**src/frct_pkg.sv**
```systemverilog
// Shared types and constants for the frame reference-count table.
`timescale 1ns / 1ps

package frct_pkg;

    localparam int DEF_DEPTH  = 64;
    localparam int DEF_ADDR_W = 48;
    localparam int COUNT_W    = 16;
    localparam int LIVE_W     = 7;
    localparam int STAT_W     = 32;
    localparam int STATUS_W   = 3;
    localparam int M_TDATA_W  = 208;

    localparam logic [COUNT_W-1:0] COUNT_MAX = 16'hFFFF;

    typedef enum logic [STATUS_W-1:0] {
        ST_IGNORED     = 3'd0,
        ST_INCREMENTED = 3'd1,
        ST_INSERTED    = 3'd2,
        ST_DROPPED     = 3'd3,
        ST_DECREMENTED = 3'd4,
        ST_FREED       = 3'd5,
        ST_UNTRACKED   = 3'd6
    } status_t;

    typedef enum logic [1:0] {
        FSM_IDLE,
        FSM_SCAN,
        FSM_FIN,
        FSM_OUT
    } fsm_t;

    typedef struct packed {
        logic shift;
        logic load;
    } ring_ctrl_t;

    typedef struct packed {
        logic [STAT_W-1:0]   max_count;
        logic [STAT_W-1:0]   inserts;
        logic [STAT_W-1:0]   untracked;
        logic [STAT_W-1:0]   drops;
        logic [STAT_W-1:0]   releases;
        logic [STAT_W-1:0]   acquires;
        logic [LIVE_W-1:0]   live;
        logic [COUNT_W-1:0]  count_after;
        status_t             status;
    } result_t;

endpackage

```
**src/frct_cell.sv**
```systemverilog
// One table slot of the rotating ring: address and sharing count.
`timescale 1ns / 1ps

module frct_cell #(
    parameter int ADDR_W = frct_pkg::DEF_ADDR_W,
    parameter int IDX_W  = 6,
    parameter int INDEX  = 0
) (
    input  logic                        aclk,
    input  logic                        aresetn,
    input  frct_pkg::ring_ctrl_t        ctl,
    input  logic [IDX_W-1:0]            load_idx,
    input  logic [ADDR_W-1:0]           nxt_addr,
    input  logic [frct_pkg::COUNT_W-1:0] nxt_count,
    input  logic [ADDR_W-1:0]           load_addr,
    input  logic [frct_pkg::COUNT_W-1:0] load_count,
    output logic [ADDR_W-1:0]           addr,
    output logic [frct_pkg::COUNT_W-1:0] count
);

    logic [ADDR_W-1:0]            addr_reg;
    logic [frct_pkg::COUNT_W-1:0] count_reg;

    always_ff @(posedge aclk) begin
        if (!aresetn) begin
            addr_reg  <= '0;
            count_reg <= '0;
        end else if (ctl.shift) begin
            addr_reg  <= nxt_addr;
            count_reg <= nxt_count;
        end else if (ctl.load && load_idx == IDX_W'(INDEX)) begin
            addr_reg  <= load_addr;
            count_reg <= load_count;
        end
    end

    assign addr  = addr_reg;
    assign count = count_reg;

endmodule

```
**config.mk**
```make
export PLATFORM = sky130hd
export DESIGN_NAME = frct_cell
export DESIGN_NICKNAME = d
export VERILOG_FILES = /design/src/frct_pkg.sv /design/src/frct_cell.sv
export SDC_FILE = /design/constraint.sdc
export NUM_CORES = 1
export LEC_CHECK = 0
export BUFFER_PORTS_ARGS = -buffer_cell sky130_fd_sc_hd__buf_2
export CAP_MARGIN = 40
export CORE_MARGIN = 2
export CORE_UTILIZATION = 30
export CTS_BUF_LIST = sky130_fd_sc_hd__clkbuf_8
export CTS_CLUSTER_SIZE = 24
export DETAILED_ROUTE_END_ITERATION = 10
export HOLD_SLACK_MARGIN = 0.12
export PLACE_DENSITY = 0.69
export REMOVE_ABC_BUFFERS = 1
export SLEW_MARGIN = 20
export SYNTH_ARGS = -nofsm -noshare
export SYNTH_HDL_FRONTEND = slang
export SYNTH_SLANG_ARGS = --single-unit
```
**constraint.sdc**
```tcl
create_clock -name aclk -period 1.1 [get_ports aclk]
set_input_delay 0.22 -clock aclk [delete_from_list [all_inputs] [get_ports aclk]]
set_output_delay 0.22 -clock aclk [all_outputs]
set_load 0.02 [all_outputs]
```
* Yosys cells after proc, flatten, opt, wreduce, memory -nomap -nowiden *
Index checks and enable logic that the tools add are counted.

operators by class
  muxes and demuxes = 4
  reduce and logical (&&, ||, !) cells = 3

operators with widths
  kind                 count
  $mux W48             2
  $mux W16             2
  $logic_not A6 Y1     1
  $reduce_bool A2 Y1   1
  $logic_and A1 B1 Y1  1

storage, ports and cells
  flip-flop bits (word level) = 64
  input bits = 138
  output and inout bits = 64

* Logic depth before layout (Yosys ltp) *
  depth in word-level cells = 4
  gate-level depth with buffers = 5
  gate-level depth less buffers = 3

* Worst setup path before layout *
OpenSTA, ideal clock, no wires.

  path kind = in2reg
  start point = input load_idx[2]
  end point = register addr_reg[33] (netlist: addr[33])
  library setup time = 0.122 ns
  data arrival time = 0.975 ns
  required time = 0.978 ns
  path slack = 0.002 ns
  stages = 5
  cells stage by stage = nor4b_2 -> a21oi_1 -> buf_6 -> buf_8 -> mux2i_1

between the ends
  word-level cells in the longest chain between the ends = 3

RTL lines
  item                                 line             RTL
  from (decl)                          frct_cell.sv:12  input logic [IDX_W-1:0] load_idx,
  $logic_not A6 Y1                     frct_cell.sv:31  end else if (ctl.load && load_idx == IDX_W'(INDEX)) begin
  $logic_and A1 B1 Y1                  frct_cell.sv:31
  $reduce_bool A2 Y1 (no source line)  --
  to (signal assigned)                 frct_cell.sv:29  addr_reg <= nxt_addr;
  to (signal assigned)                 frct_cell.sv:32  addr_reg <= load_addr;
  to (decl)                            frct_cell.sv:21  logic [ADDR_W-1:0] addr_reg;

No other way between the ends.
A chain may end at the register's enable or synchronous reset.

* Worst setup path after layout *
  start point = register count_reg, in the netlist count[1]
  end point = output count[1] (netlist name)

RTL lines
  item                    line             RTL
  from (decl)             frct_cell.sv:22  logic [frct_pkg::COUNT_W-1:0] count_reg;
  from (signal assigned)  frct_cell.sv:30  count_reg <= nxt_count;
  from (signal assigned)  frct_cell.sv:33  count_reg <= load_count;
  to (decl)               frct_cell.sv:18  output logic [frct_pkg::COUNT_W-1:0] count

No word-level cell between the ends.

==> run metrics <==
placed instance count 677; first drt pass iteration count 5; Setup Viol. Count Final 0; CTS clk-pin slew, worst paths 0.07 ns; asr flop ratio synth 0%; max reg flops 48; Multi-input gate area 1800 µm²; Synth top area share 38.9%; Worst Reg-to-Reg Cells 2; share of cells above drive strength 1 42.5%; R2R Path Start addr[36]$_SDFFE_PN0P_; Final period util 97.3%; DP Worst Slack -0.218 ns; detailed placer's ending HPWL 6.61 mm; Avg Cell Area, Syn 9.20 µm²; Layout Cells excl Fill 693; fmax 0.935 GHz; crit path launch type register; Worst Hold Class input pin to register; biggest area consumer among synthesized cells dfxtp_1; Detail Route Antenna Nets 0; Post-DP Area 4430 µm²; Slew HR 76.4%; number of synthesized flops with an enable pin 0; register area 1290 µm²; WP buf/inv 1; capture point of the worst reg-to-reg path addr[36]$_SDFFE_PN0P_; HP Start load_addr[25]; Finished Cell Area 4750 µm²; setup ws final 0.0302 ns; Worst setup EP type output pin; synth top area cells dfxtp_1, mux2i_1, o211ai_1, nand2b_1, nand2_1; status complete, no violations; worst vdd rail ir drop 0.642 mV; CTS tree done; CP required 0.88 ns; Port Buffer Count 201; Final min period 1.07 ns; critical path class register to output pin; Fin. Hold Viols 0; chip height 109 µm; R2R Setup Slk 0.48 ns; Top FF cell, synth dfxtp_1; synthesized flop and latch total 64; H-tree Lvls 3; Final Util 44.0%; Vias/cell 4.59; initial antenna violation count 1; cells along the critical path buf_2; Synth Warn # 0; drt initial violations 136; vias in the first global route 3118; sequential area share after synthesis 38.9%; Worst EP arrival 0.85 ns; Root Driver clkbuf_8; RD Place Congestion 0.713; leakage power 2.27 nW; slowest stage delay, CP 0.35 ns; total global routing overflow 0; via count 3181; Clock Tree Buf Depth 2; diode count 0; Slew Viols, Final 0; slowest CP cell dfxtp_1; PwrDens 1290 nW/µm²; core area 10800 µm²; nets 686; Hold Crit Depth 3; # IOs 202; row cnt 38; Netlist cell types 13; delay-heaviest family, CP flip-flops; Die Area 11800 µm²; clk_skew 0 ns; first-pass GRT wire length 13.2 mm; TritonCTS Buffers 9; Synth Instances 358; worst slew pin tran 0.351 ns; Post-Route WL 8.62 mm; Post CTS Setup Buffer Count 0; final setup TNS 0 ns; # clock sinks 64; Fill cells 1053; Hold EP addr[25]$_SDFFE_PN0P_; max_cap viols 0; Post-route DRC 0; post-DR wirelength/cell 12.4 µm; gr usage total 14.1%; Synth Cell Area 3290 µm²; Critical Path Fanout Max 2; largest net degree at the start of global routing 67; Chip Width 109 µm; Synth-to-Final Area Change 44.4%; synth cell count leaders dfxtp_1, mux2i_1, nand2_1, nand2b_1, o211ai_1; Clock Latency Late Sink 0.34 ns; Initial Util 30.5%
## through the flow
step                      hold slack (ns)  total power [mW]
after detailed placement            0.449              3.95
final                               0.174              6.15
after floorplan                     0.372              3.32
after global placement              0.443              3.91
after CTS                           0.162              6.18
after global routing                0.164              6.47
## cell usage in the layout, fill, tap and decap left out
master / instances
clkbuf_8: 10
bufinv_16: 2
inv_1: 3
nand2_1: 64
o211ai_1: 64
nor4b_2: 1
mux2i_1: 64
buf_12: 5
buf_6: 1
a21oi_4: 1
dfxtp_1: 58
nor3_1: 1
nand2b_1: 64
clkinv_2: 1
buf_2: 158
dfxtp_2: 6
buf_4: 50
## power breakdown
part / internal, mW / total [mW] / switching [mW]
combinational: 0.662 / 1.36 / 0.701
clock: 1.31 / 2.19 / 0.879
sequential: 2.50 / 2.60 / 0.0930
total: 4.48 / 6.15 / 1.67
## how the worst max path moves through the flow
stage	start	endpoint	slack [ns]	cells after the start
detailed placement	load_idx[2]	addr[42]$_SDFFE_PN0P_	-0.22	5
CTS	addr[9]$_SDFFE_PN0P_	addr[9]	0.006	1
global placement	load_idx[2]	addr[1]$_SDFFE_PN0P_	-0.19	5
global route	addr[23]$_SDFFE_PN0P_	addr[23]	-0.008	1
floorplan	ctl[0]	addr[0]$_SDFFE_PN0P_	-4.23	3
finish	count[1]$_SDFFE_PN0P_	count[1]	0.03	1
## cell type report
cell class              instances  share of cell area (%)
well taps                     140                    3.69
clock inverters                 6                    1.61
multi-input cells             259                    37.8
clock buffers                  10                    2.90
repair buffers                214                    26.9
flip-flops and latches         64                    27.1
## layer usage
| layer | vias up | share of wire (%) | routed length, µm | GRT usage, % |
|---|---|---|---|---|
| met5 | - | 0.15 | 13 | 0 |
| li1 | 1625 | - | - | - |
| met1 | 1428 | 41 | 3570 | 15.1 |
| met3 | 11 | 7.0 | 601 | 4.36 |
| met4 | 2 | 1.2 | 100 | 6.23 |
| met2 | 115 | 50 | 4330 | 25.4 |
## cell families after synthesis
kind of cell | count (synthesis) | share of synthesized area, %
AOI/OAI and AO/OA | 65 | 14.7
muxes | 64 | 19.5
and+or+nand+nor | 130 | 20.1
DFF | 64 | 38.9
buffers and inverters | 35 | 6.80
## timing repair
item,CTS,global route
hold buffers,0,0
endpoints found under the setup margin,3,41
endpoints found under the hold margin,0,0
resized for setup,3,46
pin swaps,0,0
Note: power is estimated with default switching activity, not from simulation.
