[config.mk]
export PLATFORM = sky130hd
export DESIGN_NAME = frct_ctrl
export DESIGN_NICKNAME = d
export VERILOG_FILES = /design/src/frct_pkg.sv /design/src/frct_ctrl.sv
export SDC_FILE = /design/constraint.sdc
export NUM_CORES = 1
export LEC_CHECK = 0
export BUFFER_PORTS_ARGS = -buffer_cell sky130_fd_sc_hd__buf_2
export CORE_MARGIN = 5
export CORE_UTILIZATION = 58
export CTS_CLUSTER_SIZE = 24
export DETAILED_ROUTE_END_ITERATION = 10
export PLACE_DENSITY = 0.9
export RECOVER_POWER = 100
export SLEW_MARGIN = 10
export SYNTH_ARGS = -nofsm -noshare
export SYNTH_HDL_FRONTEND = slang
export SYNTH_SLANG_ARGS = --single-unit
[constraint.sdc]
create_clock -name aclk -period 7.9 [get_ports aclk]
set_input_delay 0.79 -clock aclk [delete_from_list [all_inputs] [get_ports aclk]]
set_output_delay 0.79 -clock aclk [all_outputs]
set_load 0.1 [all_outputs]
[src/frct_pkg.sv]
// Shared types and constants for the frame reference-count table.
`timescale 1ns / 1ps

package frct_pkg;

    localparam int DEF_DEPTH  = 64;
    localparam int DEF_ADDR_W = 48;
    localparam int COUNT_W    = 16;
    localparam int LIVE_W     = 7;
    localparam int STAT_W     = 32;
    localparam int STATUS_W   = 3;
    localparam int M_TDATA_W  = 208;

    localparam logic [COUNT_W-1:0] COUNT_MAX = 16'hFFFF;

    typedef enum logic [STATUS_W-1:0] {
        ST_IGNORED     = 3'd0,
        ST_INCREMENTED = 3'd1,
        ST_INSERTED    = 3'd2,
        ST_DROPPED     = 3'd3,
        ST_DECREMENTED = 3'd4,
        ST_FREED       = 3'd5,
        ST_UNTRACKED   = 3'd6
    } status_t;

    typedef enum logic [1:0] {
        FSM_IDLE,
        FSM_SCAN,
        FSM_FIN,
        FSM_OUT
    } fsm_t;

    typedef struct packed {
        logic shift;
        logic load;
    } ring_ctrl_t;

    typedef struct packed {
        logic [STAT_W-1:0]   max_count;
        logic [STAT_W-1:0]   inserts;
        logic [STAT_W-1:0]   untracked;
        logic [STAT_W-1:0]   drops;
        logic [STAT_W-1:0]   releases;
        logic [STAT_W-1:0]   acquires;
        logic [LIVE_W-1:0]   live;
        logic [COUNT_W-1:0]  count_after;
        status_t             status;
    } result_t;

endpackage

[src/frct_ctrl.sv]
// Scan controller at the head of the ring, with the statistics counters.
`timescale 1ns / 1ps

module frct_ctrl #(
    parameter int DEPTH  = frct_pkg::DEF_DEPTH,
    parameter int ADDR_W = frct_pkg::DEF_ADDR_W,
    parameter int IDX_W  = 6
) (
    input  logic                         aclk,
    input  logic                         aresetn,
    input  logic                         start,
    input  logic                         req_action,
    input  logic [ADDR_W-1:0]            req_addr,
    input  logic                         out_free,
    input  logic [ADDR_W-1:0]            head_addr,
    input  logic [frct_pkg::COUNT_W-1:0] head_count,
    output frct_pkg::ring_ctrl_t         ring,
    output logic [IDX_W-1:0]             load_idx,
    output logic [ADDR_W-1:0]            tail_addr,
    output logic [frct_pkg::COUNT_W-1:0] tail_count,
    output logic                         idle,
    output logic                         res_valid,
    output frct_pkg::result_t            res
);

    localparam int LCNT_W = $clog2(DEPTH + 1);

    frct_pkg::fsm_t                  state_reg, state_next;
    logic [IDX_W-1:0]                cnt_reg;
    logic                            action_reg;
    logic [ADDR_W-1:0]               addr_reg;
    logic                            found_reg;
    logic                            have_empty_reg;
    logic [IDX_W-1:0]                empty_idx_reg;
    frct_pkg::status_t               status_reg;
    logic [frct_pkg::COUNT_W-1:0]    count_reg;
    logic [LCNT_W-1:0]               live_reg;
    logic [frct_pkg::STAT_W-1:0]     acq_reg, rel_reg, drop_reg, untr_reg, ins_reg;
    logic [frct_pkg::COUNT_W-1:0]    peak_reg;

    logic                            hit;
    logic [frct_pkg::COUNT_W-1:0]    inc_count, dec_count;
    frct_pkg::status_t               fin_status;
    logic [frct_pkg::COUNT_W-1:0]    fin_count;
    logic [LCNT_W+frct_pkg::LIVE_W-1:0] live_ext;

    assign hit       = !found_reg && head_addr == addr_reg;
    assign inc_count = (head_count == frct_pkg::COUNT_MAX) ? head_count
                                                          : head_count + 1'b1;
    // A tracked slot holding zero stays at zero and is freed.
    assign dec_count = (head_count == '0) ? head_count : head_count - 1'b1;

    always_comb begin
        if (addr_reg == '0) begin
            fin_status = frct_pkg::ST_IGNORED;
        end else if (found_reg) begin
            fin_status = status_reg;
        end else if (action_reg) begin
            fin_status = frct_pkg::ST_UNTRACKED;
        end else if (have_empty_reg) begin
            fin_status = frct_pkg::ST_INSERTED;
        end else begin
            fin_status = frct_pkg::ST_DROPPED;
        end
    end

    always_comb begin
        if (fin_status == frct_pkg::ST_INSERTED) begin
            fin_count = frct_pkg::COUNT_W'(1);
        end else if (found_reg && addr_reg != '0) begin
            fin_count = count_reg;
        end else begin
            fin_count = '0;
        end
    end

    // Next state.
    always_comb begin
        state_next = state_reg;
        case (state_reg)
            frct_pkg::FSM_IDLE: begin
                if (start) begin
                    state_next = (req_addr == '0) ? frct_pkg::FSM_FIN : frct_pkg::FSM_SCAN;
                end
            end
            frct_pkg::FSM_SCAN: begin
                if (cnt_reg == IDX_W'(DEPTH - 1)) begin
                    state_next = frct_pkg::FSM_FIN;
                end
            end
            frct_pkg::FSM_FIN: begin
                state_next = frct_pkg::FSM_OUT;
            end
            frct_pkg::FSM_OUT: begin
                if (out_free) begin
                    state_next = frct_pkg::FSM_IDLE;
                end
            end
            default: begin
                state_next = frct_pkg::FSM_IDLE;
            end
        endcase
    end

    // Outputs.
    always_comb begin
        ring       = '0;
        idle       = 1'b0;
        res_valid  = 1'b0;
        tail_addr  = head_addr;
        tail_count = head_count;
        case (state_reg)
            frct_pkg::FSM_IDLE: begin
                idle = 1'b1;
            end
            frct_pkg::FSM_SCAN: begin
                ring.shift = 1'b1;
                if (hit) begin
                    if (!action_reg) begin
                        tail_count = inc_count;
                    end else begin
                        tail_count = dec_count;
                        if (dec_count == '0) begin
                            tail_addr = '0;
                        end
                    end
                end
            end
            frct_pkg::FSM_FIN: begin
                ring.load  = (fin_status == frct_pkg::ST_INSERTED);
                tail_addr  = addr_reg;
                tail_count = frct_pkg::COUNT_W'(1);
            end
            frct_pkg::FSM_OUT: begin
                res_valid = out_free;
            end
            default: begin
                idle = 1'b0;
            end
        endcase
    end

    assign load_idx = empty_idx_reg;

    always_ff @(posedge aclk) begin
        if (!aresetn) begin
            state_reg      <= frct_pkg::FSM_IDLE;
            cnt_reg        <= '0;
            found_reg      <= 1'b0;
            have_empty_reg <= 1'b0;
            empty_idx_reg  <= '0;
            status_reg     <= frct_pkg::ST_IGNORED;
            count_reg      <= '0;
            live_reg       <= '0;
            acq_reg        <= '0;
            rel_reg        <= '0;
            drop_reg       <= '0;
            untr_reg       <= '0;
            ins_reg        <= '0;
            peak_reg       <= '0;
        end else begin
            state_reg <= state_next;
            case (state_reg)
                frct_pkg::FSM_IDLE: begin
                    if (start) begin
                        cnt_reg        <= '0;
                        found_reg      <= 1'b0;
                        have_empty_reg <= 1'b0;
                    end
                end
                frct_pkg::FSM_SCAN: begin
                    cnt_reg <= cnt_reg + 1'b1;
                    if (hit) begin
                        found_reg <= 1'b1;
                        if (!action_reg) begin
                            status_reg <= frct_pkg::ST_INCREMENTED;
                            count_reg  <= inc_count;
                        end else if (dec_count == '0) begin
                            status_reg <= frct_pkg::ST_FREED;
                            count_reg  <= '0;
                        end else begin
                            status_reg <= frct_pkg::ST_DECREMENTED;
                            count_reg  <= dec_count;
                        end
                    end
                    if (!have_empty_reg && head_addr == '0) begin
                        have_empty_reg <= 1'b1;
                        empty_idx_reg  <= cnt_reg;
                    end
                end
                frct_pkg::FSM_FIN: begin
                    status_reg <= fin_status;
                    count_reg  <= fin_count;
                    case (fin_status)
                        frct_pkg::ST_INCREMENTED: begin
                            acq_reg <= acq_reg + 1'b1;
                        end
                        frct_pkg::ST_INSERTED: begin
                            acq_reg  <= acq_reg + 1'b1;
                            ins_reg  <= ins_reg + 1'b1;
                            live_reg <= live_reg + 1'b1;
                        end
                        frct_pkg::ST_DROPPED: begin
                            drop_reg <= drop_reg + 1'b1;
                        end
                        frct_pkg::ST_DECREMENTED: begin
                            rel_reg <= rel_reg + 1'b1;
                        end
                        frct_pkg::ST_FREED: begin
                            rel_reg <= rel_reg + 1'b1;
                            if (live_reg != '0) begin
                                live_reg <= live_reg - 1'b1;
                            end
                        end
                        frct_pkg::ST_UNTRACKED: begin
                            untr_reg <= untr_reg + 1'b1;
                        end
                        default: begin
                            acq_reg <= acq_reg;
                        end
                    endcase
                    if ((fin_status == frct_pkg::ST_INCREMENTED ||
                         fin_status == frct_pkg::ST_INSERTED) && fin_count > peak_reg) begin
                        peak_reg <= fin_count;
                    end
                end
                default: begin
                    cnt_reg <= cnt_reg;
                end
            endcase
        end
    end

    // Request payload needs no reset.
    always_ff @(posedge aclk) begin
        if (state_reg == frct_pkg::FSM_IDLE && start) begin
            action_reg <= req_action;
            addr_reg   <= req_addr;
        end
    end

    assign live_ext = {{frct_pkg::LIVE_W{1'b0}}, live_reg};

    always_comb begin
        res.status      = status_reg;
        res.count_after = count_reg;
        res.live        = live_ext[frct_pkg::LIVE_W-1:0];
        res.acquires    = acq_reg;
        res.releases    = rel_reg;
        res.drops       = drop_reg;
        res.untracked   = untr_reg;
        res.inserts     = ins_reg;
        res.max_count   = {{(frct_pkg::STAT_W-frct_pkg::COUNT_W){1'b0}}, peak_reg};
    end

    a_load_only_unmatched: assert property (@(posedge aclk) disable iff (!aresetn)
        ring.load |-> (!found_reg && !action_reg && have_empty_reg))
        else $error("slot insert while the address was already in the table");

    a_zero_never_found: assert property (@(posedge aclk) disable iff (!aresetn)
        (state_reg == frct_pkg::FSM_FIN && addr_reg == '0) |-> !ring.load)
        else $error("zero address caused a slot write");

    a_live_bounded: assert property (@(posedge aclk) disable iff (!aresetn)
        live_reg <= LCNT_W'(DEPTH))
        else $error("live entry count beyond table depth");

    a_fin_then_out: assert property (@(posedge aclk) disable iff (!aresetn)
        state_reg == frct_pkg::FSM_FIN |=> state_reg == frct_pkg::FSM_OUT)
        else $error("finish step not followed by result step");

endmodule

Word-level counts from Yosys, hierarchy flattened
Index checks and enable logic that the tools add are counted.
{"block": "totals", "register_bits": 267, "output_inout_bits": 292, "wordCells": 120}
{"block": "op_classes", "n_mux": 41, "reduce_logical": 34, "add_sub_neg": 10, "order_cmp": 1, "eq_ne": 18}
{"op": "32-bit by 1-bit adder with 32-bit output (second input constant)", "n": 5}
{"op": "48-bit zero test", "n": 3}
{"op": "16-bit 2-to-1 mux", "n": 9}
{"op": "48-bit 2-to-1 mux", "n": 3}
{"op": "48-bit one-hot mux with 2 select lines", "n": 1}
{"op": "16-bit one-hot mux with 2 select lines", "n": 2}
{"op": "48-bit == test", "n": 1}
{"op": "48-bit nonzero test", "n": 1}
{"op": "16-bit zero test", "n": 2}
{"op": "2-bit AND reduction", "n": 9}
{"op": "16-bit by 1-bit adder with 16-bit output (second input constant)", "n": 1}
{"op": "16-bit == test (second input constant)", "n": 1}
{"op": "16-bit > comparator", "n": 1}
{"op": "16-bit by 1-bit subtractor with 16-bit output (second input constant)", "n": 1}
{"op": "3-bit 2-to-1 mux", "n": 5}
{"op": "7-bit one-hot mux with 2 select lines", "n": 1}
{"op": "2-bit != test (second input constant)", "n": 6}
{"op": "6-bit one-hot mux with 2 select lines", "n": 1}
{"op": "3-bit AND reduction", "n": 4}
{"op": "3-bit == test (second input constant)", "n": 3}
{"op": "1-bit 2-to-1 mux", "n": 9}
{"op": "2-bit 2-to-1 mux", "n": 4}
{"op": "2-bit one-hot mux with 4 select lines", "n": 1}
{"op": "7-bit by 1-bit adder with 7-bit output (second input constant)", "n": 1}
{"op": "other kinds (18)", "n": 29}

Logic depth before layout (Yosys ltp)
Gate-level depths: netlist of the first run.
{"block": "depth", "word_depth": 9, "depth_mapped": 17, "mapped_depth_nobuf": 13}

Worst setup path after synthesis of the first run
Ideal clock, no wire load.
{"block": "synth_timing", "path_type": "input -> output", "startpoint": "input head_addr[3]", "endpoint": "output tail_count[2] (netlist name)", "arrival_ps": 4667, "path_buffers": 1, "slack_ps": 2443, "stages": 8, "cell_sequence": "xor2_1 > nor4_1 > nand4_1 > nor4_1 > and2_1 > clkbuf_1 > nand2_1 > o21ai_0"}
{"block": "synth_between", "elab_chain_cells": 4}
{"item": "start, declared", "line_no": "frct_ctrl.sv:15", "rtl": "input logic [ADDR_W-1:0] head_addr,"}
{"item": "48-bit == test", "line_no": "frct_ctrl.sv:47", "rtl": "assign hit = !found_reg && head_addr == addr_reg;"}
{"item": "1-bit logical AND", "line_no": "frct_ctrl.sv:47"}
{"item": "16-bit 2-to-1 mux", "line_no": "frct_ctrl.sv:118", "rtl": "if (hit) begin"}
{"item": "16-bit one-hot mux with 2 select lines", "line_no": "frct_ctrl.sv:112", "rtl": "case (state_reg)"}
{"item": "end, declared", "line_no": "frct_ctrl.sv:20", "rtl": "output logic [frct_pkg::COUNT_W-1:0] tail_count,"}
Every way passes these cells.

Final worst setup path of the first run
{"block": "layout_timing", "startpoint": "input head_count[0] (netlist name)", "endpoint": "output tail_addr[29]"}
{"block": "layout_between", "elab_chain_cells": 7, "word_cells_on_any_way": 8, "classes_between": "1 x add/sub; 5 x mux; 2 x reduce/logical"}
{"item": "start, declared", "line_no": "frct_ctrl.sv:16", "rtl": "input logic [frct_pkg::COUNT_W-1:0] head_count,"}
{"item": "16-bit by 1-bit subtractor with 16-bit output / 16-bit zero test (equally long branches)", "line_no": "frct_ctrl.sv:51", "rtl": "assign dec_count = (head_count == '0) ? head_count : head_count - 1'b1;"}
{"item": "16-bit 2-to-1 mux *", "line_no": "frct_ctrl.sv:51"}
{"item": "16-bit zero test *", "line_no": "frct_ctrl.sv:123", "rtl": "if (dec_count == '0) begin"}
{"item": "48-bit 2-to-1 mux *", "line_no": "frct_ctrl.sv:123"}
{"item": "48-bit 2-to-1 mux *", "line_no": "frct_ctrl.sv:119", "rtl": "if (!action_reg) begin"}
{"item": "48-bit 2-to-1 mux *", "line_no": "frct_ctrl.sv:118"}
{"item": "48-bit one-hot mux with 2 select lines *", "line_no": "frct_ctrl.sv:112"}
{"item": "end, declared", "line_no": "frct_ctrl.sv:19", "rtl": "output logic [ADDR_W-1:0] tail_addr,"}
Mark *: on every way between the ends. The rest lies on a longest branch, timed or not.

==> results.py, run 1 <==
metrics = {
    "synth": {
        "synth.most_common_cell": "dfxtp_1",
        "ys.flop_type": "dfxtp_1",
        "synth_edf_count": 49,
        "synthTopCellsByArea": "dfxtp_1 (29%), edfxtp_1 (9.8%), xor2_1 (6.9%), nor2_1 (4.8%), xnor2_1 (4.3%)",
        "synth-seq-cells": 267,
        "synth_cell_type_count": 73,
        "syn_inst": 1768,
        "synthArstFlopShare_pct": 0,
        "synth-compound-area-share_pct": 16.1,
        "synthXorXnorAreaFrac_pct": 11.1,
        "netlist_area_sq_um": 15000,
        "yosysWarnings": 0,
        "avgSynthCellArea_sq_um": 8.51,
        "synth_fa_ha_area_share_pct": 2.96,
        "synth_top_family_by_area": "simple AND/OR/NAND/NOR gates",
        "synthSimpleGateAreaFrac_pct": 24.0,
        "synth_top_area_cell": "dfxtp_1",
        "synth_top_area_share_pct": 29.0,
        "ys_seq_area_share_pct": 38.8,
        "synth_mux_area_share_pct": 1.61,
        "ys_top_cells_by_count": "dfxtp_1 (218), nor2_1 (192), nand2_1 (141)",
    },
    "cells_and_area": {
        "area_growth_pct": 16.2,
        "fin_util_pct": 67.8,
        "layoutNonFillerInstCount": 2465,
        "nNetsFinal": 2257,
        "fillers": 2217,
        "final_layout_size_suffix_gt1_share_pct": 7.33,
        "final_area_sq_um": 17500,
        "largest_reg_flops": 48,
    },
    "grt": {
        "antenna_found_initial": 3,
        "grt_pass1_vias": 14510,
        "grt_overflow": 0,
        "groute.usage.overall_pct": 32.4,
        "grt_pass1_wl_um": 77300,
        "grt_max_degree": 120,
    },
    "sta": {
        "rsz0062_at_grt": "no",
        "finalHoldViolCount": 0,
        "slew_violations": 168,
        "fin_hold_ws_ps": 420,
        "finClkSkew_ps": 20.1,
        "fmax_mhz": 160,
        "layout_min_cycle_time_ps": 6260,
        "period_share_pct": 79.3,
        "worst_slew_pin_slew_ps": 3240,
        "setup_violations": 0,
        "slew_headroom_pct": -116,
        "setup_tns_ps": 0,
    },
    "power_and_ir_drop": {
        "power.net_switching_uw": 3090,
        "intPower_uw": 2620,
        "p_leak_uw": 0.00611,
        "ir_worst_vdd_mv": 0.660,
        "switching_share_pct": 54.1,
        "p_clk_share_pct": 22.6,
        "p_seq_share_pct": 27.5,
        "p_comb_share_pct": 49.9,
        "p_per_area_nw_per_um2": 327,
    },
    "setup_path": {
        "end_kind": "primary output",
        "cp.arrival_ps": 5470,
        "required_ps": 7110,
        "cp_max_fo": 49,
        "crit_type": "primary input to primary output",
        "setup.worst_path.start_class": "primary input",
    },
    "clocking": {
        "cts_sinks": 267,
        "htreeDepth": 1,
        "cts_tree": "done",
        "cts_resized": 0,
        "root_buffer": "clkbuf_16",
        "clk_pin_slew_ps": 70,
        "cts_buffers": 28,
        "hold_buffers": 0,
        "worstSkewPairLatency_ps": 540,
        "cts_setup_buffers": 0,
        "ctsLongestPathBuffers": 3,
    },
    "floorplanning": {
        "pin_count": 409,
        "coreArea_sq_um": 25800,
        "die_y_um": 171,
        "placementRows": 59,
        "start_util_pct": 58.4,
        "die-area_sq_um": 29300,
        "dieWidth_um": 171,
    },
    "drt": {
        "vias_per_cell": 6.21,
        "drc_errors": 0,
        "wire_per_inst_um": 20.5,
        "drtIter0Drc": 1419,
        "wirelength_um": 50600,
        "ant_nets": 0,
        "drt_first_pass_iters": 7,
        "vias": 15297,
    },
    "status": {
        "status": "finished, violations left",
        "failed_checks": "max-capacitance violations, max-slew violations",
    },
    "placed_design": {
        "dp.cells": 2410,
        "dp_hpwl_um": 37800,
        "dpl-instance-area_sq_um": 17100,
        "io_buffers": 392,
        "gp_congestion": 0.964,
    },
    "job": {
        "drv_cap": 4,
    },
    "hold_path": {
        "hold_class": "primary input to flop",
    },
}
==> cells in the final DEF (no fill, tap or decap), drive strengths merged, types with 53 or more instances in the layout <==
cell type / instances
o211ai: 53
nor4: 65
clkbuf: 354
nand2: 141
a21oi: 82
dfxtp: 218
nor2: 192
xor2: 118
a22oi: 57
inv: 71
xnor2: 73
buf: 93
nand3: 93
nand4: 53
==> power groups by stage <==
stage,combinational [uW],clock [uW],sequential (uW)
2_1_floorplan,2340,0,1620
3_3_place_gp,2880,0,1590
3_5_place_dp,2900,0,1590
4_1_cts,2900,1300,1560
5_1_grt,2940,1360,1580
6_report,2850,1290,1570
==> layout make-up <==
type	instances	area (sq um)	area share (%)
Multi-Input combinational cell	1332	8390	48.0
Sequential cell	267	5840	33.4
Timing Repair Buffer	404	1650	9.41
Clock buffer	43	851	4.87
Tap cell	335	419	2.40
Inverter	72	275	1.58
Clock inverter	9	56.3	0.322
Antenna cell	3	7.51	0.0430
==> metal layers <==
layer	vias to the layer above	track usage (%)	share of wire, %
met5	-	0	0.022
met4	2	16.2	6.1
met3	213	5.66	8.2
met2	808	56.3	48
met1	7227	38.7	38
li1	7047	-	-
==> critical path, cell delays in order <==
cell and delay, ps:
buf_2 160, inv_1 140, ha_1 220, nor3b_1 860
nand3_1 380, or3_1 450, o21a_1 180, or4_1 1190
o211ai_1 440, nand2_1 120, clkbuf_1 520
==> logic make-up after synthesis <==
kind of cell | Yosys count
other cells | 1
compound gates | 350
buf+inv | 184
xor+xnor | 191
mux | 24
fa+ha+maj | 35
simple gates | 716
flops | 267
==> metrics by stage <==
| stage | power [uW] | setup WS [ps] |
|---|---|---|
| final | 5710 | 1640 |
| after global routing | 5880 | 1300 |
| after CTS | 5760 | 2760 |
| after detailed placement | 4480 | 2770 |
| after global placement | 4470 | 2900 |
| after floorplan | 3970 | 2440 |
==> worst paths after layout <==
check / from / to / slack [ps] / cells after the start
min reg2reg: count_reg[0] / count_reg[0] / 480 / 2
max: head_count[0] / tail_addr[29] / 1640 / 11
max reg2reg: addr_reg[16] / peak_reg[0] / 2470 / 15
min: req_action / action_reg / 420 / 1
Note: power is estimated with default switching activity, not from simulation.
==> inputs of run 2 (changes only) <==
--- a/config.mk
+++ b/config.mk
@@ -7,10 +7,10 @@
 export LEC_CHECK = 0
 export BUFFER_PORTS_ARGS = -buffer_cell sky130_fd_sc_hd__buf_2
 export CORE_MARGIN = 5
-export CORE_UTILIZATION = 58
+export CORE_UTILIZATION = 54
 export CTS_CLUSTER_SIZE = 24
 export DETAILED_ROUTE_END_ITERATION = 10
-export PLACE_DENSITY = 0.9
+export PLACE_DENSITY = 0.85
 export RECOVER_POWER = 100
 export SLEW_MARGIN = 10
 export SYNTH_ARGS = -nofsm -noshare
==> constraint.sdc (replaced) <==
create_clock -name aclk -period 6.5 [get_ports aclk]
set_input_delay 0.65 -clock aclk [delete_from_list [all_inputs] [get_ports aclk]]
set_output_delay 0.65 -clock aclk [all_outputs]
set_load 0.1 [all_outputs]
==> results.py, run 2 (synthesis gave the netlist of run 1 again) <==
metrics = {
    "clocking": {
        "htreeDepth": 1,
        "cts_tree": "done",
        "root_buffer": "clkbuf_16",
        "cts_resized": 0,
        "cts_sinks": 267,
        "hold_buffers": 0,
        "ctsLongestPathBuffers": 3,
        "worstSkewPairLatency_ps": 570,
        "clk_pin_slew_ps": 70,
        "cts_buffers": 28,
        "cts_setup_buffers": 0,
    },
    "setup_path": {
        "cp_max_fo": 10,
        "end_kind": "primary output",
        "required_ps": 5850,
        "cp.arrival_ps": 4990,
        "critPathMostFrequentCell": "nor4_1",
        "slowest_delay_ps": 1460,
        "setup.worst_path.start_class": "flop",
        "cp_cell_sequence": "xor2_1, nor4_1, nand4_1, nor4_1, buf_4, nand3_1, o21ai_0, a221o_1, clkbuf_1",
        "crit_type": "flop to primary output",
        "crit_slowest_cell": "nor4_1",
    },
    "cells_and_area": {
        "final_area_sq_um": 17700,
        "mostFrequentLayoutCell": "clkbuf_1",
        "area_growth_pct": 17.7,
        "fin_util_pct": 64.1,
        "mostFrequentLayoutCells": "clkbuf_1 (266), dfxtp_1 (218), nor2_1 (191)",
        "largest_reg_flops": 48,
        "final_layout_size_suffix_gt1_share_pct": 9.88,
        "nNetsFinal": 2257,
    },
    "floorplanning": {
        "placementRows": 61,
        "coreArea_sq_um": 27600,
        "pin_count": 409,
        "die-area_sq_um": 31300,
        "die_y_um": 177,
        "dieWidth_um": 177,
        "start_util_pct": 54.4,
    },
    "drt": {
        "drtIter0Drc": 1450,
        "vias_per_cell": 6.04,
        "wire_per_inst_um": 20.3,
        "ant_nets": 0,
        "vias": 15140,
        "drc_errors": 0,
        "wirelength_um": 50900,
        "drt_first_pass_iters": 5,
    },
    "placed_design": {
        "dp_hpwl_um": 38200,
        "io_buffers": 392,
        "dpl-instance-area_sq_um": 17100,
        "gp_congestion": 0.978,
    },
    "sta": {
        "fmax_mhz": 177,
        "setup_tns_ps": 0,
        "slew_violations": 321,
        "period_share_pct": 86.8,
        "worst_slew_pin_slew_ps": 3810,
        "slew_headroom_pct": -154,
        "finClkSkew_ps": 16.8,
        "setup_violations": 0,
        "rsz0062_at_grt": "no",
        "finalHoldViolCount": 0,
        "layout_min_cycle_time_ps": 5640,
    },
    "grt": {
        "groute.usage.overall_pct": 30.4,
        "grt_max_degree": 109,
        "grt_pass1_wl_um": 77600,
        "grt_overflow": 0,
        "antenna_found_initial": 4,
        "grt_pass1_vias": 14279,
    },
    "job": {
        "drv_cap": 5,
    },
    "power_and_ir_drop": {
        "p_per_area_nw_per_um2": 402,
        "p_leak_uw": 0.00629,
        "ir_worst_vdd_mv": 0.903,
        "power_uw": 7120,
    },
    "status": {
        "failed_checks": "max-capacitance violations, max-slew violations",
        "status": "finished, violations left",
    },
    "hold_path": {
        "hold_class": "primary input to flop",
    },
}
[run 2: changes by cell type in the layout (fill, tap and decap cells not counted), moves of 2 or more]
cell,previous run,this run
bufinv_16,0,2
clkinv_4,2,0
buf_2,88,138
clkbuf_8,7,9
clkbuf_4,0,2
clkbuf_1,316,266
clkinv_2,5,0
[run 2: critical path, delay by kind of cell, from the launching register on]
| kind | cells | cell delay (ps) |
|---|---|---|
| xor+xnor | 1 | 200 |
| buf+inv | 2 | 1240 |
| flops | 1 | 460 |
| simple gates | 4 | 2140 |
| compound gates | 2 | 370 |
[run 2: cell type report]
type,count,area [sq um]
multi-input cells,1332,8420
flip-flops and latches,267,5840
diodes,2,5.00
inverters,72,274
clock buffers,47,891
clock inverters,3,90.1
fillers,2512,9930
repair buffers,404,1710
well taps,378,473
[run 2: where the power goes]
group | switching, uW | internal [uW] | total [uW] | leakage [uW]
clock network | 680 | 1010 | 1690 | 0.000479
logic | 2990 | 532 | 3520 | 0.00359
registers | 100 | 1810 | 1910 | 0.00222
total | 3770 | 3350 | 7120 | 0.00629
[run 2: path summary, 6_finish.rpt]
check / start / endpoint / slack [ps] / depth (start not counted)
min: req_action / action_reg / 260 / 1
min reg2reg: untr_reg[31] / untr_reg[31] / 490 / 2
max: addr_reg[16] / tail_count[0] / 860 / 9
max reg2reg: addr_reg[23] / peak_reg[12] / 1230 / 14
[run 2: layer usage]
metal  share of wire, %  GRT usage (%)
met4                4.3           11.6
met1                 38           36.8
met5              0.039              0
met2                 49           54.3
met3                7.9           4.96
[run 2: through the flow]
stage | instances | setup slack, ps | hold WS [ps]
global placement | 2453 | 1740 | 465
floorplan | 1783 | 1320 | 483
global route | 2504 | 666 | 256
detailed placement | 2453 | 1650 | 479
CTS | 2503 | 1580 | 238
finish | 2505 | 856 | 259
==> inputs of run 3 (changes only) <==
==> constraint.sdc (replaced) <==
create_clock -name aclk -period 6.1 [get_ports aclk]
set_input_delay 0.61 -clock aclk [delete_from_list [all_inputs] [get_ports aclk]]
set_output_delay 0.61 -clock aclk [all_outputs]
set_load 0.1 [all_outputs]
==> results.py, run 3 (synthesis gave the netlist of run 1 again) <==
metrics = {
    "power_and_ir_drop": {
        "p_clk_share_pct": 23.2,
        "p_leak_uw": 0.00628,
        "switching_share_pct": 53.5,
        "p_per_area_nw_per_um2": 425,
        "ir_worst_vdd_mv": 0.743,
        "p_comb_share_pct": 49.7,
        "p_seq_share_pct": 27.1,
        "power.net_switching_uw": 4010,
        "intPower_uw": 3490,
    },
    "clocking": {
        "root_buffer": "clkbuf_16",
        "hold_buffers": 0,
        "htreeDepth": 1,
        "worstSkewPairLatency_ps": 540,
        "cts_resized": 0,
        "cts_setup_buffers": 0,
        "cts_tree": "done",
        "ctsLongestPathBuffers": 3,
        "cts_sinks": 267,
        "cts_buffers": 29,
        "clk_pin_slew_ps": 70,
    },
    "sta": {
        "finalHoldViolCount": 0,
        "layout_min_cycle_time_ps": 5530,
        "finClkSkew_ps": 12.4,
        "fmax_mhz": 181,
        "setup_tns_ps": 0,
        "slew_violations": 312,
        "slew_headroom_pct": -174,
        "rsz0062_at_grt": "no",
        "worst_slew_pin_slew_ps": 4110,
        "period_share_pct": 90.7,
        "setup_violations": 0,
    },
    "cells_and_area": {
        "layoutNonFillerInstCount": 2507,
        "nNetsFinal": 2258,
        "final_layout_size_suffix_gt1_share_pct": 9.73,
        "final_area_sq_um": 17700,
        "mostFrequentLayoutCell": "clkbuf_1",
        "area_growth_pct": 17.5,
        "mostFrequentLayoutCells": "clkbuf_1 (274), dfxtp_1 (218), nor2_1 (191)",
        "largest_reg_flops": 48,
    },
    "drt": {
        "vias": 15171,
        "wire_per_inst_um": 20.1,
        "ant_nets": 0,
        "drc_errors": 0,
        "drtIter0Drc": 1454,
        "wirelength_um": 50300,
        "vias_per_cell": 6.05,
        "drt_first_pass_iters": 7,
    },
    "grt": {
        "groute.usage.overall_pct": 30.1,
        "antenna_found_initial": 4,
        "grt_pass1_wl_um": 76900,
        "grt_pass1_vias": 14454,
        "grt_max_degree": 100,
        "grt_overflow": 0,
    },
    "floorplanning": {
        "dieWidth_um": 177,
        "die-area_sq_um": 31300,
        "start_util_pct": 54.4,
        "pin_count": 409,
        "die_y_um": 177,
        "placementRows": 61,
        "coreArea_sq_um": 27600,
    },
    "status": {
        "failed_checks": "max-capacitance violations, max-slew violations",
        "status": "finished, violations left",
    },
    "setup_path": {
        "cp-startpoint": "head_count[0]",
        "crit_type": "primary input to primary output",
        "setup.worst_path.start_class": "primary input",
        "end_kind": "primary output",
        "r2r_cells": 15,
        "required_ps": 5490,
        "reg2reg_slack_ps": 860,
        "r2r_start": "addr_reg[16]",
        "cp.arrival_ps": 4920,
        "cp_max_fo": 49,
    },
    "hold_path": {
        "whs_path_depth": 1,
        "hold_class": "primary input to flop",
        "holdCritStartpoint": "req_action",
    },
    "placed_design": {
        "gp_congestion": 1.01,
        "dp.cells": 2453,
        "dp_hpwl_um": 37900,
        "dpl-instance-area_sq_um": 17100,
        "io_buffers": 392,
    },
    "job": {
        "drv_cap": 5,
    },
}
## run 3: cell count changes in the layout (fill, tap and decap cells not counted), moves of 2 or more
cell	previous run	this run
clkbuf_1	266	274
buf_2	138	82
clkbuf_8	9	6
clkbuf_4	2	0
bufinv_16	2	0
clkinv_2	0	11
clkinv_4	0	2
o211ai_2	1	3
clkbuf_2	1	43
clkbuf_16	29	32
o211ai_1	52	50
## run 3: per-stage QoR
stage	setup slack [ps]	hold slack, ps	total power [uW]	util, %
after global placement	1360	465	5790	61.9
after CTS	1150	239	7530	65.4
after global routing	321	230	7730	64.0
after detailed placement	1140	478	5800	61.9
final	567	246	7510	64.0
after floorplan	1000	483	5140	-
## run 3: area by class of cell
class / instances / area [sq um]
Clock inverter: 13 / 72.6
Antenna cell: 1 / 2.50
Fill cell: 2536 / 9960
Tap cell: 378 / 473
Clock buffer: 40 / 891
Timing Repair Buffer: 404 / 1700
Multi-Input combinational cell: 1332 / 8420
Inverter: 72 / 274
Sequential cell: 267 / 5840
## run 3: per-layer routing
| layer | global-route usage (%) | share of wire, % |
|---|---|---|
| met5 | 0 | 0 |
| met4 | 13.3 | 5.2 |
| met3 | 4.98 | 8.6 |
| met2 | 52.7 | 48 |
| met1 | 36.3 | 38 |
## run 3: worst paths after layout
kind,end
max,tail_addr[41]
min,action_reg
max reg2reg,peak_reg[6]
min reg2reg,live_reg[6]
## run 3: worst max-delay path: stages
cell      delay [ps]
buf_2            170
inv_1            140
ha_1             220
nor3b_1          930
nand3_2          280
or3_1            420
o21a_1           180
or4_2           1080
o211ai_1         350
nand2_1          100
clkbuf_2         390
## run 3: power by group through the flow
| stage | sequential (uW) | combinational (uW) | clock (uW) |
|---|---|---|---|
| 3_5_place_dp | 2060 | 3740 | 0 |
| 5_1_grt | 2040 | 3860 | 1840 |
| 4_1_cts | 2020 | 3750 | 1760 |
| 2_1_floorplan | 2100 | 3040 | 0 |
| 3_3_place_gp | 2050 | 3730 | 0 |
| 6_report | 2030 | 3730 | 1740 |
